## config.mk

```make
export PLATFORM = sky130hd
export DESIGN_NAME = gbs_controller
export DESIGN_NICKNAME = d
export VERILOG_FILES = /design/src/gbs_pkg.sv /design/src/gbs_controller.sv
export SDC_FILE = /design/constraint.sdc
export NUM_CORES = 1
export LEC_CHECK = 0
export BUFFER_PORTS_ARGS = -buffer_cell sky130_fd_sc_hd__buf_2
export CAP_MARGIN = 0
export CELL_PAD_IN_SITES_DETAIL_PLACEMENT = 0
export CELL_PAD_IN_SITES_GLOBAL_PLACEMENT = 1
export CORE_AREA = 2 2 39 41
export DETAILED_ROUTE_END_ITERATION = 6
export DIE_AREA = 0 0 41 43
export GPL_TIMING_DRIVEN = 0
export PLACE_DENSITY = 0.45
export RECOVER_POWER = 100
export SYNTH_ARGS = -nofsm -noshare
export SYNTH_HDL_FRONTEND = slang
export SYNTH_SLANG_ARGS = --single-unit
```

## constraint.sdc

```tcl
create_clock -name clk -period 1.5 [get_ports clk]
set_input_delay 0.15 -clock clk [delete_from_list [all_inputs] [get_ports clk]]
set_output_delay 0.15 -clock clk [all_outputs]
set_load 0.02 [all_outputs]
```

## src/gbs_pkg.sv

```systemverilog
// ----------------------------------------------------------------------------
// gbs_pkg
// Shared constants, register indexes and control structs for the greedy
// box suppression unit.
// ----------------------------------------------------------------------------
`default_nettype none

package gbs_pkg;

    // Default sizing
    localparam int MAX_KEPT_DEF   = 64;
    localparam int COORD_BITS_DEF = 16;

    // Fixed field widths
    localparam int CLASS_W   = 8;
    localparam int SLOT_W    = 6;
    localparam int THR_W     = 9;
    localparam int CFG_IDX_W = 4;
    localparam int CFG_DAT_W = 9;

    // Register indexes
    localparam logic [CFG_IDX_W-1:0] REG_IOU_THRESHOLD  = 4'd0;
    localparam logic [CFG_IDX_W-1:0] REG_CLASS_AGNOSTIC = 4'd1;

    // Register reset values (115/256 is about 0.45)
    localparam logic [THR_W-1:0] IOU_THR_RESET = 9'd115;

    // Controller to datapath commands
    typedef struct packed {
        logic load;    // latch candidate, restart scan
        logic issue;   // read next kept entry into compare pipe
        logic commit;  // decide, append, load result register
    } gbs_cmd_t;

    // Datapath to controller status
    typedef struct packed {
        logic scan_done;  // every kept entry has been issued
        logic pipe_busy;  // compares still in flight
        logic out_free;   // result register can take a beat
    } gbs_stat_t;

endpackage

`default_nettype wire

```

## src/gbs_controller.sv

```systemverilog
// ----------------------------------------------------------------------------
// gbs_controller
// Sequencer: accept a candidate, scan the kept list, drain the compare
// pipe, then commit the decision into the result register.
// ----------------------------------------------------------------------------
`default_nettype none

module gbs_controller
    import gbs_pkg::*;
(
    input  wire logic      clk,
    input  wire logic      rst_n,
    input  wire logic      in_valid,
    output logic           in_ready,
    output gbs_cmd_t       cmd,
    input  wire gbs_stat_t stat
);

    localparam logic [1:0] ST_IDLE   = 2'd0;
    localparam logic [1:0] ST_SCAN   = 2'd1;
    localparam logic [1:0] ST_DRAIN  = 2'd2;
    localparam logic [1:0] ST_DECIDE = 2'd3;

    logic [1:0] state_reg;
    logic [1:0] state_next;

    // Next state and commands
    always_comb
    begin
        state_next = state_reg;
        cmd        = '0;
        in_ready   = 1'b0;
        unique case (state_reg)
            ST_IDLE:
            begin
                in_ready = 1'b1;
                if (in_valid)
                begin
                    cmd.load   = 1'b1;
                    state_next = ST_SCAN;
                end
            end
            ST_SCAN:
            begin
                if (stat.scan_done)
                    state_next = ST_DRAIN;
                else
                    cmd.issue = 1'b1;
            end
            ST_DRAIN:
            begin
                if (!stat.pipe_busy)
                    state_next = ST_DECIDE;
            end
            ST_DECIDE:
            begin
                if (stat.out_free)
                begin
                    cmd.commit = 1'b1;
                    state_next = ST_IDLE;
                end
            end
            default:
            begin
                state_next = ST_IDLE;
            end
        endcase
    end

    // State register
    always_ff @(posedge clk or negedge rst_n)
    begin
        if (!rst_n)
            state_reg <= ST_IDLE;
        else
            state_reg <= state_next;
    end

endmodule

`default_nettype wire

```

==> impl_summary.txt <==
----------------------------------------------------
[Run status]
  Result of the run ... finished, final reports clean

[Finish]
  Max FFs per register ... 2
  NumNets Final ... 47
  Area grow syn2layout ... 39.8%
  Ant diodes ... 0
  Fraction of final layout cells with drive strength greater than 1 ... 0.559
  Utilization after layout ... 0.241
  Number of inserted filler cells in the final layout ... 162

[Route]
  Total number of vias ... ~180
  Routed length per placed instance ... 8.10 µm
  Detail-routed via count per cell ... approximately 3.6
  Post-DRT Antenna Nets ... 0
  Number of iterations in the first detailed-routing pass ... 1
  Routed WL ... slightly above 400 µm
  Initial DRC Count ... 0
  DR DRC count ... 0

[Place]
  Count of input and output buffers ... 9
  Global placement routability congestion ... around 0.71

[Yosys]
  Synthesized cell area ... 239 µm²
  Portion of the post-synthesis area used by sequential elements ... 0.209
  Post-Syn Nets ... 32
  Number of storage elements in the synthesis netlist ... 2
  Count of mapped cells out of synthesis ... 21
  Largest family of logic cells by synthesized area ... simple AND/OR/NAND/NOR gates
  Synth cell types ... 12
  Mux share of post-synthesis cell area ... 0.0628
  Synthesized-area fraction occupied by xor and xnor cells ... 0
  Per-instance average area after synthesis ... approximately 11 µm²
  Basic-gate share of the synthesized area counting and, or, nand and nor cells ... 0.387
  Share of synthesized cell area in full adder, half adder and majority cells ... 0.262
  Yosys warning total ... 0
  Area fraction in compound gates after synthesis ... 0.0314

[Timing]
  Worst slew pin tran ... 0.246 ns
  Fin Clk Skew ... 0.00129 ns
  Period minus WS final ... 1.39 ns
  Final setup viols ... 0
  Post-route fraction of the period consumed by the critical path ... 0.930
  Fmax ... 717 MHz
  Setup repair after global routing missed its margin ... false
  Normalized max-slew margin ... 0.837
  Fin. max-slew vios ... 0
  Post-route setup TNS ... 0 ns
  Number of hold violations in the final report ... 0

[Floorplanning]
  Top-level I/O count ... 10
  Starting Density ... 0.173
  Die boundary width ... slightly above 40 µm
  Die Outline Area ... 1760 µm²
  Placeable core area ... 1380 µm²
  Floorplan die height ... 43 µm
  Number of rows in the core area ... 14

[Global route]
  Largest net degree at the start of global routing ... 5
  Initial antenna violation count ... 0
  Via count of the first global-routing pass ... 179
  Wire length of the first global-routing pass ... between 600 and 700 µm
  Overall routing resource usage ... 0.0572
  Total global routing overflow ... 0

[Setup path]
  Critical Path AT ... 1.24 ns
  End of the worst register-to-register path ... state_reg[1]
  Cell count along the critical path ... 4
  Critical path's top delay family ... flip-flops
  Worst setup path end ... cmd[2]
  Sort of element at the start of the critical path ... register
  Worst Path Buf+Inv ... 2
  Number of cells traversed by the worst register-to-register path ... 5
  Startpoint of the worst-slack reg-to-reg timing path ... state_reg[1]
  Setup slack of the worst register-to-register path ... around 0.20 ns
  Delay contributed by the slowest stage of the critical path ... 0.41 ns
  Sort of element at the end of the critical path ... output pin
  Req. time, crit path ... 1.35 ns
  Max FO, Critical Path ... 4
  Worst Path Class, Setup ... register to output pin
  Startpoint of the most critical setup path ... state_reg[1]
  Cell with the biggest individual delay on the critical path ... sky130_fd_sc_hd__dfrtp_1
  Cell chain of the critical path ... inv_2, ha_2, and2_2, clkbuf_2

[Clock network]
  Post-CTS setup buffers ... 0
  Clock-pin transition on the worst setup and hold timing paths ... 0.03 ns
  Number of buffers created by CTS ... 3
  Insertion delay of the later-clocked pin in the worst-skew pair ... between 0.2 and 0.25 ns
  Root buf cell ... sky130_fd_sc_hd__clkbuf_4
  CTS tree ... built
  Largest buffer count on any clock path ... 2
  Clock Sink Count ... 2
  H-Tree Level Count ... 1

[Power and ir drop]
  Leakage dissipation ... 0.179 nW
  Max IR drop VDD ... 0.354 mV
  Power density over the cells ... 1980 nW/µm²

[Job]
  # Max-Cap Violations ... 0

[Worst hold path]
  Classification of the worst-slack hold path ... primary input to asynchronous set/reset pin

----------------------------------------------------
-- worst min path at each step --
stage                              end  slack, ns
after floorplan           state_reg[0]      -0.15
after global placement    state_reg[1]      -0.07
after detailed placement  state_reg[1]      -0.06
after CTS                 state_reg[1]       0.24
after global routing      state_reg[0]       0.27
final                     state_reg[1]       0.25
-- timing repair --
item	CTS	global route
resized for setup	0	3
setup endpoints to repair	0	1
hold endpoints to repair	2	0
hold buffers	1	0
-- per-stage QoR --
stage	std cells	power [mW]	setup slack (ns)	hold WS [ns]	area, µm²
after detailed placement	46	0.553	0.118	-0.0643	304
after floorplan	21	0.462	0.0820	-0.146	239
final	50	0.660	0.106	0.246	334
after global routing	50	0.735	0.0247	0.274	334
after CTS	50	0.682	0.0134	0.241	337
after global placement	46	0.549	0.136	-0.0664	304
-- cells in the final DEF (no fill, tap or decap), drive strengths merged, types with 2 or more instances in the layout --
cell type | Yosys | layout
nand2b | 3 | 3
dfrtp | 2 | 2
buf | 0 | 5
ha | 5 | 5
nand4 | 2 | 2
clkbuf | 0 | 7
inv | 3 | 3
and2 | 2 | 2
-- kinds of logic (layout without fill, tap and decap cells) --
| family | after synthesis | after routing |
|---|---|---|
| AND/OR/NAND/NOR | 9 | 9 |
| adder cells (fa/ha/maj) | 5 | 5 |
| buffers and inverters | 3 | 16 |
| flip-flops | 2 | 2 |
| AO/OA/AOI/OAI | 1 | 1 |
| multiplexers | 1 | 1 |
-- report_power, final --
| part | internal (mW) | switching (mW) | total [mW] | leakage (nW) |
|---|---|---|---|---|
| Sequential | 0.0860 | 0.0347 | 0.121 | 0.0233 |
| Combinational | 0.205 | 0.218 | 0.423 | 0.142 |
| Clock | 0.0881 | 0.0287 | 0.117 | 0.0138 |
-- cell usage after synthesis --
cell,n,area [µm²]
sky130_fd_sc_hd__a21boi_0,1,7.51
sky130_fd_sc_hd__and2_1,1,6.26
sky130_fd_sc_hd__and2_2,1,7.51
sky130_fd_sc_hd__dfrtp_1,2,50.1
sky130_fd_sc_hd__ha_1,5,62.6
sky130_fd_sc_hd__inv_1,3,11.3
sky130_fd_sc_hd__mux2_4,1,15.0
sky130_fd_sc_hd__nand2_2,1,6.26
sky130_fd_sc_hd__nand2b_4,3,41.3
sky130_fd_sc_hd__nand4_1,1,6.26
sky130_fd_sc_hd__nand4_4,1,21.3
sky130_fd_sc_hd__nor2_1,1,3.75
-- area by class of cell --
class | instances | area, µm² | area share
tap | 16 | 20.0 | 0.0599
inverter | 3 | 11.3 | 0.0337
multi-input combinational | 16 | 178 | 0.532
clock buffer | 3 | 22.5 | 0.0674
timing repair buffer | 10 | 52.6 | 0.157
sequential | 2 | 50.0 | 0.150
-- layer usage --
metal	wire length [µm]	up-vias	track usage	share of wire
li1	-	96	-	-
met1	172	81	0.0611	0.42
met2	211	4	0.0906	0.52
met3	21	0	0.0314	0.052
met4	0	0	0.0200	0
met5	0	-	0	0
Power figures use the tool's default switching activity.
